<file path="src/rtl/rqsf_pkg.sv">
// Shared types, constants and helpers for the request queue block.
// Holds the queue depth, field widths, status and register codes, the scan
// control word and the slot pointer wrap function. Depends on nothing.
`timescale 1ns / 1ps
`default_nettype none

package rqsf_pkg;

	// Built queue depth and the widths that follow from it
	localparam int DEPTH = 16;
	localparam int AW    = (DEPTH > 1) ? $clog2(DEPTH) : 1;
	localparam int CW    = $clog2(DEPTH + 1);

	// Fixed field widths
	localparam int TAG_W   = 32;
	localparam int SIZE_W  = 32;
	localparam int ENTRY_W = TAG_W + SIZE_W;
	localparam int OCC_W   = 5;
	localparam int CFG_W   = 5;
	localparam int IDX_W   = 1;

	// Reset value of the capacity register
	localparam logic [CFG_W-1:0] SLOTS_RESET = 5'd16;

	// Sort key of a request whose size is unknown (any negative size)
	localparam logic [SIZE_W-1:0] UNKNOWN_KEY = 32'h7fff_ffff;

	typedef enum logic [0:0] {
		KIND_PUSH = 1'b0,
		KIND_POP  = 1'b1
	} kind_t;

	typedef enum logic [1:0] {
		ST_PUSHED = 2'd0,
		ST_POPPED = 2'd1,
		ST_FULL   = 2'd2,
		ST_EMPTY  = 2'd3
	} status_t;

	typedef enum logic [IDX_W-1:0] {
		REG_SCHED_MODE   = 1'b0,
		REG_SLOTS_IN_USE = 1'b1
	} reg_idx_t;

	typedef enum logic [1:0] {
		S_IDLE,
		S_SCAN,
		S_FINISH
	} state_t;

	// Control word from the sequencer to the compare unit
	typedef struct packed {
		logic step;   // read data is valid this cycle
		logic first;  // read data is the head slot
	} cmp_ctl_t;

	// Advance a slot pointer by one, wrapping at the capacity in use
	function automatic logic [AW-1:0] next_slot(input logic [AW-1:0] pos,
			input logic [CW-1:0] cap);
		logic [CW-1:0] inc;
		inc = CW'(pos) + 1'b1;
		return (inc == cap) ? '0 : AW'(inc);
	endfunction

	// Sort key of a stored size: negative sizes sort last
	function automatic logic [SIZE_W-1:0] size_key(input logic [SIZE_W-1:0] size);
		return size[SIZE_W-1] ? UNKNOWN_KEY : size;
	endfunction

endpackage

`default_nettype wire

</file>
<file path="src/rtl/rqsf_ram.sv">
// Generic single-port-write, single-port-read RAM with registered read data.
// Used for the request slot store. Depends on nothing.
`timescale 1ns / 1ps
`default_nettype none

module rqsf_ram #(
	parameter int WIDTH = 64,
	parameter int DEPTH = 16,
	localparam int AW = (DEPTH > 1) ? $clog2(DEPTH) : 1
) (
	input  logic             clk,
	input  logic             we,
	input  logic [AW-1:0]    waddr,
	input  logic [WIDTH-1:0] wdata,
	input  logic [AW-1:0]    raddr,
	output logic [WIDTH-1:0] rdata
);

	logic [WIDTH-1:0] mem_q [DEPTH];

	// Write one word and read one word, with the read data registered
	always_ff @(posedge clk) begin
		if (we) begin
			mem_q[waddr] <= wdata;
		end
		rdata <= mem_q[raddr];
	end

endmodule

`default_nettype wire

</file>
<file path="src/rtl/rqsf_cmp.sv">
// Shared key compare unit: keeps the smallest-key word seen during a scan,
// its slot address and the head slot word. Depends on rqsf_pkg.
`timescale 1ns / 1ps
`default_nettype none

module rqsf_cmp (
	input  logic                         clk,
	input  rqsf_pkg::cmp_ctl_t           ctl,
	input  logic [rqsf_pkg::AW-1:0]      addr,
	input  logic [rqsf_pkg::ENTRY_W-1:0] rdata,
	output logic [rqsf_pkg::ENTRY_W-1:0] best_entry,
	output logic [rqsf_pkg::AW-1:0]      pick_addr,
	output logic [rqsf_pkg::ENTRY_W-1:0] head_entry
);

	import rqsf_pkg::*;

	logic [ENTRY_W-1:0] best_q;
	logic [AW-1:0]      pick_q;
	logic [ENTRY_W-1:0] head_q;
	logic [SIZE_W-1:0]  key_in;
	logic [SIZE_W-1:0]  key_best;
	logic               take;

	// Strictly smaller key wins, so ties stay with the older word
	assign key_in   = size_key(rdata[ENTRY_W-1:TAG_W]);
	assign key_best = size_key(best_q[ENTRY_W-1:TAG_W]);
	assign take     = ctl.first || (key_in < key_best);

	// Hold the best candidate and the head word
	always_ff @(posedge clk) begin
		if (ctl.step && take) begin
			best_q <= rdata;
			pick_q <= addr;
		end
		if (ctl.step && ctl.first) begin
			head_q <= rdata;
		end
	end

	assign best_entry = best_q;
	assign pick_addr  = pick_q;
	assign head_entry = head_q;

endmodule

`default_nettype wire

</file>
<file path="src/rtl/request_queue_fifo_or_smallest_first.sv">
// Request queue with oldest-first or smallest-size-first pop.
//
// Command channel: a word (kind, request_tag, file_size) is taken at a rising
// edge with start high and busy low. Every word gives exactly one result,
// shown for one cycle with done high: status, out_tag, out_size, occupancy.
// The receiver cannot stall; results are never held back or repeated.
//
// Sequencing and throughput:
//   push, refused push, refused pop: result in the cycle after acceptance,
//     busy stays low, so one such word per cycle.
//   pop, oldest first: busy in S_SCAN and S_FINISH, result registered from S_FINISH.
//   pop, smallest first: busy in S_SCAN while each of the fill slots is
//     read and compared, then in S_FINISH, result registered from S_FINISH;
//     fill being the occupancy before the pop. The slot memory has one read
//     port and one compare unit, so one slot is examined per cycle.
// Configuration: cfg_we writes sched_mode (index 0) or slots_in_use
// (index 1) at once; a capacity write empties the queue. Write only while
// idle.
// Reset: queue empty, oldest-first mode, capacity 16. The slot memory needs
// no clearing pass; only data of written slots is ever used.
`timescale 1ns / 1ps
`default_nettype none

module request_queue_fifo_or_smallest_first (
	input  logic                              clk,
	input  logic                              arst_n,
	input  logic                              start,
	output logic                              busy,
	input  logic                              kind,
	input  logic [rqsf_pkg::TAG_W-1:0]        request_tag,
	input  logic signed [rqsf_pkg::SIZE_W-1:0] file_size,
	output logic                              done,
	output logic [1:0]                        status,
	output logic [rqsf_pkg::TAG_W-1:0]        out_tag,
	output logic signed [rqsf_pkg::SIZE_W-1:0] out_size,
	output logic [rqsf_pkg::OCC_W-1:0]        occupancy,
	input  logic                              cfg_we,
	input  logic [rqsf_pkg::IDX_W-1:0]        cfg_index,
	input  logic [rqsf_pkg::CFG_W-1:0]        cfg_data
);

	import rqsf_pkg::*;

	// Control and configuration registers
	state_t           state_q, state_d;
	logic             mode_q;
	logic [CFG_W-1:0] slots_q;
	logic [AW-1:0]    head_q;
	logic [AW-1:0]    tail_q;
	logic [CW-1:0]    fill_q;
	logic [AW-1:0]    cur_q;
	logic [CW-1:0]    left_q;
	logic             first_q;

	// Result registers
	logic               done_q;
	status_t            status_q;
	logic [ENTRY_W-1:0] entry_q;
	logic [OCC_W-1:0]   occ_q;

	// Datapath nets
	logic [CW-1:0]      cap_w;
	logic               full_w;
	logic               empty_w;
	logic               accept_w;
	logic [AW-1:0]      cur_next_w;
	logic               ram_we;
	logic [AW-1:0]      ram_waddr;
	logic [ENTRY_W-1:0] ram_wdata;
	logic [AW-1:0]      ram_raddr;
	logic [ENTRY_W-1:0] ram_rdata;
	cmp_ctl_t           cmp_ctl;
	logic [ENTRY_W-1:0] best_entry;
	logic [AW-1:0]      pick_addr;
	logic [ENTRY_W-1:0] head_entry;

	// Sequencer decisions
	logic    do_push;
	logic    do_pop_start;
	logic    do_scan_step;
	logic    do_finish;
	logic    res_valid;
	status_t res_status;

	// Clamp the capacity to 1 .. DEPTH
	always_comb begin
		if (slots_q == '0) begin
			cap_w = CW'(1);
		end else if (32'(slots_q) > 32'(DEPTH)) begin
			cap_w = CW'(DEPTH);
		end else begin
			cap_w = CW'(slots_q);
		end
	end

	assign full_w     = (fill_q >= cap_w);
	assign empty_w    = (fill_q == '0);
	assign busy       = (state_q != S_IDLE);
	assign accept_w   = start && !busy;
	assign cur_next_w = next_slot(cur_q, cap_w);

	// Next state and sequencer strobes
	always_comb begin
		state_d      = state_q;
		do_push      = 1'b0;
		do_pop_start = 1'b0;
		do_scan_step = 1'b0;
		do_finish    = 1'b0;
		res_valid    = 1'b0;
		res_status   = ST_PUSHED;
		cmp_ctl      = '0;
		case (state_q)
			S_IDLE: begin
				if (accept_w) begin
					if (kind == KIND_PUSH) begin
						res_valid = 1'b1;
						if (full_w) begin
							res_status = ST_FULL;
						end else begin
							res_status = ST_PUSHED;
							do_push    = 1'b1;
						end
					end else if (empty_w) begin
						res_valid  = 1'b1;
						res_status = ST_EMPTY;
					end else begin
						do_pop_start = 1'b1;
						state_d      = S_SCAN;
					end
				end
			end
			S_SCAN: begin
				cmp_ctl.step  = 1'b1;
				cmp_ctl.first = first_q;
				if (left_q != '0) begin
					do_scan_step = 1'b1;
				end else begin
					state_d = S_FINISH;
				end
			end
			S_FINISH: begin
				do_finish  = 1'b1;
				res_valid  = 1'b1;
				res_status = ST_POPPED;
				state_d    = S_IDLE;
			end
			default: begin
				state_d = S_IDLE;
			end
		endcase
	end

	// Slot memory ports: push writes at the tail, a finished pop moves the
	// head word into the picked slot
	always_comb begin
		ram_we    = do_push || do_finish;
		ram_waddr = do_finish ? pick_addr : tail_q;
		ram_wdata = do_finish ? head_entry : {file_size, request_tag};
		ram_raddr = (state_q == S_SCAN) ? cur_next_w : head_q;
	end

	rqsf_ram #(
		.WIDTH (ENTRY_W),
		.DEPTH (DEPTH)
	) u_slots (
		.clk   (clk),
		.we    (ram_we),
		.waddr (ram_waddr),
		.wdata (ram_wdata),
		.raddr (ram_raddr),
		.rdata (ram_rdata)
	);

	rqsf_cmp u_cmp (
		.clk        (clk),
		.ctl        (cmp_ctl),
		.addr       (cur_q),
		.rdata      (ram_rdata),
		.best_entry (best_entry),
		.pick_addr  (pick_addr),
		.head_entry (head_entry)
	);

	// State, pointers and configuration
	always_ff @(posedge clk or negedge arst_n) begin
		if (!arst_n) begin
			state_q <= S_IDLE;
			mode_q  <= 1'b0;
			slots_q <= SLOTS_RESET;
			head_q  <= '0;
			tail_q  <= '0;
			fill_q  <= '0;
			cur_q   <= '0;
			left_q  <= '0;
			first_q <= 1'b0;
		end else begin
			state_q <= state_d;
			if (do_push) begin
				tail_q <= next_slot(tail_q, cap_w);
				fill_q <= fill_q + 1'b1;
			end
			if (do_pop_start) begin
				cur_q   <= head_q;
				left_q  <= mode_q ? (fill_q - 1'b1) : '0;
				first_q <= 1'b1;
			end
			if (do_scan_step) begin
				cur_q   <= cur_next_w;
				left_q  <= left_q - 1'b1;
				first_q <= 1'b0;
			end
			if (do_finish) begin
				head_q <= next_slot(head_q, cap_w);
				fill_q <= fill_q - 1'b1;
			end
			if (cfg_we) begin
				case (reg_idx_t'(cfg_index))
					REG_SCHED_MODE: begin
						mode_q <= cfg_data[0];
					end
					REG_SLOTS_IN_USE: begin
						slots_q <= cfg_data;
						head_q  <= '0;
						tail_q  <= '0;
						fill_q  <= '0;
					end
					default: begin
					end
				endcase
			end
		end
	end

	// Result strobe
	always_ff @(posedge clk or negedge arst_n) begin
		if (!arst_n) begin
			done_q <= 1'b0;
		end else begin
			done_q <= res_valid;
		end
	end

	// Result word; the occupancy counts the change made by this word
	always_ff @(posedge clk) begin
		if (res_valid) begin
			status_q <= res_status;
			entry_q  <= do_finish ? best_entry : '0;
			if (do_push) begin
				occ_q <= OCC_W'(fill_q + 1'b1);
			end else if (do_finish) begin
				occ_q <= OCC_W'(fill_q - 1'b1);
			end else begin
				occ_q <= OCC_W'(fill_q);
			end
		end
	end

	assign done      = done_q;
	assign status    = status_q;
	assign out_tag   = entry_q[TAG_W-1:0];
	assign out_size  = $signed(entry_q[ENTRY_W-1:TAG_W]);
	assign occupancy = occ_q;

	// Expected tail from head and fill, for the pointer check
	logic [CW:0] tail_sum_w;
	logic [CW:0] tail_wrap_w;

	assign tail_sum_w  = (CW+1)'(head_q) + (CW+1)'(fill_q);
	assign tail_wrap_w = (tail_sum_w >= (CW+1)'(cap_w)) ?
		(tail_sum_w - (CW+1)'(cap_w)) : tail_sum_w;

	// The queue never holds more than its capacity
	a_fill_in_cap: assert property (@(posedge clk) disable iff (!arst_n)
		fill_q <= cap_w)
		else $error("fill count above capacity");

	// Head, tail and fill agree around the ring
	a_ptr_consistent: assert property (@(posedge clk) disable iff (!arst_n)
		tail_q == AW'(tail_wrap_w))
		else $error("tail pointer disagrees with head and fill");

	// A result never appears while a pop is still in progress
	a_done_idle: assert property (@(posedge clk) disable iff (!arst_n)
		done |-> !busy)
		else $error("result shown while busy");

	// A started pop always delivers a popped word, never a refusal
	a_pop_result: assert property (@(posedge clk) disable iff (!arst_n)
		(state_q == S_FINISH) |=> (done && status == ST_POPPED))
		else $error("pop finished without a popped result");

endmodule

`default_nettype wire

</file>
<file path="config.mk">
export PLATFORM = sky130hd
export DESIGN_NAME = request_queue_fifo_or_smallest_first
export DESIGN_NICKNAME = d
export VERILOG_FILES = /design/src/rtl/rqsf_pkg.sv /design/src/rtl/rqsf_ram.sv /design/src/rtl/rqsf_cmp.sv /design/src/rtl/request_queue_fifo_or_smallest_first.sv
export SDC_FILE = /design/constraint.sdc
export NUM_CORES = 2
export LEC_CHECK = 0
export ABC_AREA = 0
export BUFFER_PORTS_ARGS = -buffer_cell sky130_fd_sc_hd__buf_2
export CORE_ASPECT_RATIO = 1.5
export CORE_MARGIN = 2
export CORE_UTILIZATION = 40
export DETAILED_ROUTE_END_ITERATION = 10
export PLACE_DENSITY = 0.59
export RECOVER_POWER = 50
export SLEW_MARGIN = 20
export SYNTH_ARGS = -nofsm -noshare
export SYNTH_HDL_FRONTEND = slang
export SYNTH_SLANG_ARGS = --single-unit
</file>
<file path="constraint.sdc">
create_clock -name clk -period 17.4 [get_ports clk]
set_clock_uncertainty 0.05 [all_clocks]
set_input_delay 2.61 -clock clk [delete_from_list [all_inputs] [get_ports clk]]
set_output_delay 2.61 -clock clk [all_outputs]
set_load 0.02 [all_outputs]
</file>
# [After elaboration in Yosys (flattened, before gate mapping)]
# Memories as Yosys holds them, arrays and structs flattened. A register that Yosys moved wholly into a read port is not among the register bits.
# Cells that the tools add are included.
[totals] reg_bits=235 mem_bits_ro=0 latchBits=0 wordCells=108 mem_bits_rw=1024 memories=1
[memory_table] name="u_slots.mem_q" words=16 word_bits=64 read_ports=1 rd_ports_with_merged_regs=1 write_ports=1 line_no="rqsf_ram.sv:19" rtl="logic [WIDTH-1:0] mem_q [DEPTH];"
[op_classes] mux=57 magnitude_cmp=3 n_eq_ne=9 n_div=0 multipliers=0 add_sub_neg=6 bitwise=1 shift=0 n_reduce_logical=15
[op_table] op="64-bit 2-to-1 mux" count=1
[op_table] op="31-bit 2-to-1 mux" count=2
[op_table] op="5-bit 2-to-1 mux" count=11
[op_table] op="4-bit 2-to-1 mux" count=13
[op_table] op="32-bit < comparator" count=1
[op_table] op="1-bit 2-to-1 mux" count=18
[op_table] op="2-bit 2-to-1 mux" count=9
[op_table] op="4-bit by 1-bit adder with 5-bit output, second input constant" count=3
[op_table] op="5-bit equality test" count=3
[op_table] op="5-bit zero test" count=2
[op_table] op="5-bit by 1-bit subtractor with 5-bit output, second input constant" count=2
[op_table] op="2-bit inequality test, second input constant" count=4
[op_table] op="2-bit case mux with 2 select lines" count=2
[op_table] op="5-bit by 1-bit adder with 5-bit output, second input constant" count=1
[op_table] op="5-bit >= comparator" count=1
[op_table] op="5-bit > comparator, second input constant" count=1
[op_table] op="5-bit nonzero test" count=1
[op_table] op="2-bit AND reduction" count=2
[op_table] op="4-bit AND reduction" count=1
[op_table] op="2-bit nonzero test" count=2
[op_table] op="1-bit logical AND" count=3
[op_table] op="2-bit by 1-bit equality test with 1-bit output, second input constant" count=1
[op_table] op="2-bit equality test, second input constant" count=1
[op_table] op="2-bit zero test" count=1
[op_table] op="other kinds (4)" count=5

# [Depth between registers and ports, before layout]
[logic_depth] depth_word=12 mapped_depth=13 mapped_depth_nobuf=12

# [Hierarchy]
# From an unflattened synthesis, not the netlist that was laid out.
[hier_totals] cells_unflattened=2537 hier_area_um2=50140.6
[by_module_without_submodules] module="rqsf_ram" seq_area_each_um2=32030.7 n_inst=1 cells_each=1647 area_each_um2=39581.7
[by_module_without_submodules] module="request_queue_fifo_or_smallest_first" seq_area_each_um2=2934.1 n_inst=1 cells_each=611 area_each_um2=5607.9
[by_module_without_submodules] module="rqsf_cmp" seq_area_each_um2=3963.8 n_inst=1 cells_each=279 area_each_um2=4951.0

# [Worst setup path after synthesis]
# OpenSTA, ideal clock, no wires.
[synth_timing] kind="input to register" start="in start" end="mem u_slots.mem_q[5][0], enable pin" t_required_ns=16.863 path_buffers=1 setup_time_ns=0.487 slack_ns=10.701 t_arrival_ns=6.162 cell_stages=7 cell_sequence="inv_1 > nor2_1 > o211ai_1 > clkbuf_1 > nor2_1 > a22oi_1 > nor2_1"
[synth_via] elab_chain_cells=6
[synth_rtl] element="start, declared" line_no="request_queue_fifo_or_smallest_first.sv:27" rtl="input logic start,"
[synth_rtl] element="1-bit logical AND" line_no="request_queue_fifo_or_smallest_first.sv:99" rtl="assign accept_w = start && !busy;"
[synth_rtl] element="1-bit 2-to-1 mux" line_no="request_queue_fifo_or_smallest_first.sv:114" rtl="if (accept_w) begin"
[synth_rtl] element="1-bit 2-to-1 mux" line_no="request_queue_fifo_or_smallest_first.sv:112" rtl="case (state_q)"
[synth_rtl] element="1-bit logical OR" line_no="request_queue_fifo_or_smallest_first.sv:156" rtl="ram_we = do_push || do_finish;"
[synth_rtl] element="1-bit 2-to-1 mux" line_no="rqsf_ram.sv:23" rtl="if (we) begin"
[synth_rtl] element="1-bit 2-to-1 mux (implied by the code)" line_no="rqsf_ram.sv:24" rtl="mem_q[waddr] <= wdata;"
[synth_rtl] element="end, declared" line_no="rqsf_ram.sv:19"
# Every way passes these cells.

# [Worst setup path after layout]
[layout_timing] start="reg state_q[1]" end="mem u_slots.mem_q[9][11], data pin"
[layout_via] elab_chain_cells=3
[layout_rtl] element="start, declared" line_no="request_queue_fifo_or_smallest_first.sv:45" rtl="state_t state_q, state_d;"
[layout_rtl] element="start signal, assigned" line_no="request_queue_fifo_or_smallest_first.sv:197" rtl="state_q <= state_d;"
[layout_rtl] element="2-bit equality test" line_no="request_queue_fifo_or_smallest_first.sv:112"
[layout_rtl] element="1-bit 2-to-1 mux" line_no="request_queue_fifo_or_smallest_first.sv:112"
[layout_rtl] element="64-bit 2-to-1 mux" line_no="request_queue_fifo_or_smallest_first.sv:158" rtl="ram_wdata = do_finish ? head_entry : {file_size, request_tag};"
[layout_rtl] element="via ram_wdata[11]" line_no="request_queue_fifo_or_smallest_first.sv:69" rtl="logic [ENTRY_W-1:0] ram_wdata;"
# The timed path passes the listed nets, and every way through them passes these cells.

==> flow_metrics.tcl <==
set metrics [dict create \
    status "finished with violations" \
    violations "max-capacitance violations, max-slew violations" \
    boundaryPins 148 \
    num_rows 159 \
    startpoint "state_q[1]$_DFFE_PN0P_" \
    setup_tns_ns 0 \
    clk_pin_slew_worst_paths_ns 0.06 \
    rsz0062_at_grt "false" \
    drc 0 \
    criticalPathCategory "flip-flop to flip-flop" \
    syn_area_per_cell_um2 19.9 \
    hold_depth 0 \
    synth_area_um2 50200 \
    synth_edf_count 1227 \
    cts.repair.resized 0 \
    clkLatencyLatePin_ns 0.75 \
    layout-drive-gt1-share 0.245 \
    path_cells "nor2b_1 > clkbuf_1 > clkbuf_1 > nand2_1 > nand2_1" \
    grt_pass1_wl_mm 168 \
    htreeDepth 3 \
    rr_startpoint "state_q[1]$_DFFE_PN0P_" \
    ys_ff_latch 1323 \
    ys.warnings.count 0 \
    grt_pass1_vias 25900 \
    rrSetupSlack_ns 10.30 \
    ant_nets 0 \
    cts-root-buf "clkbuf_16" \
    min_from "u_slots.rdata[0]$_DFF_P_" \
    cts.sinks 1323 \
    vias 24000 \
    p_leak_nw 18.7 \
    hold_class "flip-flop to flip-flop" \
    fin_crit_sh 0.408 \
    r2r-end "u_slots.mem_q[9][11]$_DFFE_PP_" \
    fin_crit_ns 7.10 \
    setup-violations-final 0 \
    grt_max_degree 120 \
    peakVddDrop_mv 0.173 \
    relSlewSlack -1.50 \
    power.total_mw 9.36 \
    slowest_delay_ns 2.78 \
    overflow 0 \
    synthTopCellsByArea "edfxtp_1 (73%), mux4_2 (11%), dfxtp_1 (2.6%)" \
    worst_slew_pin_slew_ns 3.75 \
    antenna_found_initial 4 \
    worst_path_max_delay_cell "clkbuf_1" \
    die_h_um 438 \
    synthFlopType "edfxtp_1" \
    power.density_nw_per_um2 165 \
    coreArea_um2 125000 \
    crit_required_ns 17.80 \
    cp-end-kind "flip-flop" \
    wl_per_cell_um 25.4 \
    cts_tree "built" \
    worstPathArrival_ns 7.50 \
    synth_cells 2522 \
    ff2ff_path_depth 5 \
    clockBufferDepth 3 \
    drv_slew 242 \
    synthToLayoutAreaGrowth_pct 13.0 \
    fin_nets 2825 \
    ctsHoldBuffers 0 \
    drv_cap 5 \
    max_freq_ghz 0.141 \
    postCtsSetupBuffers 0 \
    syn_nets 2639 \
    finalHoldViolCount 0 \
    fin_area_um2 56800 \
    yosysUniqueCellTypes 58 \
    io_buffers 147 \
    synth_top_cell_area_share 0.733 \
    start_kind "flip-flop" \
    num-fill-cells 10500 \
    routed_wl_mm 112 \
    path_max_fanout 70 \
    gr-usage-all-layers 0.176 \
    placement.cell_area_um2 52800 \
    initial_core_util 0.402 \
    drtPass1Iterations 6 \
    cts_made_buffers 117 \
    async_flop_share 0.0242 \
    dp_hpwl_mm 62.5 \
    ys_seq_area_frac 0.775 \
    yosys.area.top_type "edfxtp_1" \
    post_drt_via_cell_ratio 5.43 \
    final_util 0.454 \
    holdPathEnd "u_cmp.best_entry[0]$_DFFE_PP_" \
    gp_congestion 0.763 \
    die_w_um 293 \
    die_area_um2 129000 \
    first_iter_violations 1785 \
    whs_ns 0.383 \
]
report_power, final:
group | switching [mW] | total (mW) | internal (mW)
clock network | 1.15 | 2.66 | 1.51
registers | 0.172 | 4.05 | 3.87
logic | 1.47 | 2.66 | 1.18
total | 2.79 | 9.36 | 6.57
how the worst max path moves through the flow:
stage,end,slack (ns),depth (start not counted)
CTS,u_cmp.best_entry[7]$_DFFE_PP_,12.39,12
global route,u_slots.mem_q[6][14]$_DFFE_PP_,9.45,5
floorplan,u_slots.mem_q[5][0]$_DFFE_PP_,10.70,7
detailed placement,u_slots.mem_q[1][37]$_DFFE_PP_,11.61,9
finish,u_slots.mem_q[9][11]$_DFFE_PP_,10.30,5
global placement,u_slots.mem_q[1][35]$_DFFE_PP_,11.59,9
worst max-delay path, delay by kind of cell (launching register included):
kind	cells	cell delay, ns
buffers and inverters	2	5.16
AND/OR/NAND/NOR	3	0.98
flip-flops	1	0.48
cells in the final DEF (no fill, tap or decap), types with 18 or more instances in the layout:
cell / count
mux4_2: 254
dfxtp_1: 64
ha_1: 42
nor2_1: 62
a21oi_1: 20
edfxtp_1: 1227
dfrtp_1: 31
clkbuf_1: 30
clkinv_2: 29
nand2_1: 270
o21ai_0: 18
clkbuf_16: 118
nor2_4: 21
buf_2: 145
a22oi_1: 134
buf_4: 32
or2_2: 32
and2_0: 57
metrics by stage:
stage / cells / worst slack, ns
after floorplan: 2522 / 10.70
after global placement: 4198 / 11.59
after detailed placement: 4198 / 11.61
after CTS: 4422 / 12.39
after global routing: 4424 / 9.45
final: 4424 / 10.30
layout make-up:
cell class	count	area [µm²]	area share
diodes	1	2.50	0.0000441
clock buffers	156	3250	0.0572
clock inverters	68	742	0.0131
repair buffers	187	1060	0.0187
well taps	1610	2010	0.0355
inverters	14	52.6	0.000926
multi-input cells	1065	10700	0.189
flip-flops and latches	1323	38900	0.686
cells in the mapped netlist, drive strengths merged, types with 4 or more instances:
library cell and n:
a21o 11, a21oi 20, a22oi 134, a31oi 5
and2 66, buf 59, clkbuf 61, dfrtp 31
dfxtp 64, edfxtp 1227, ha 42, inv 14
mux2 6, mux2i 8, mux4 256, nand2 271
nand2b 7, nand3 11, nand4 4, nor2 83
nor2b 13, nor3 16, nor3b 4, o21ai 19
o31a 4, or2 32, xnor2 10, xor2 9
per-layer routing:
metal	vias to the layer above	GRT usage	part of all wire	wire length [µm]
li1	10500	-	-	-
met1	12800	0.220	0.41	45700
met2	572	0.316	0.52	59000
met3	149	0.0277	0.046	5120
met4	2	0.0510	0.023	2610
met5	-	0	0.000098	11
state kept, by name, indices dropped and copies added, names as in the netlist, 4 cells and up:
name and flops:
tail_q 4, u_slots.rdata 64, slots_q 5, head_q 4, occupancy 5, cur_q 4
fill_q 5, u_cmp.best_entry 64, u_cmp.pick_addr 4, u_slots.mem_q 1024, u_cmp.head_entry 64, entry_q 64
left_q 5
cells by family after synthesis:
family | synth area share
adders and majority gates | 0.0105
buffers and inverters | 0.0151
and+or+nand+nor | 0.0464
DFF | 0.775
xor gates and xnor gates | 0.00376
AOI/OAI and AO/OA | 0.0315
muxes | 0.118
No activity file was read; power rests on OpenSTA's default activity.
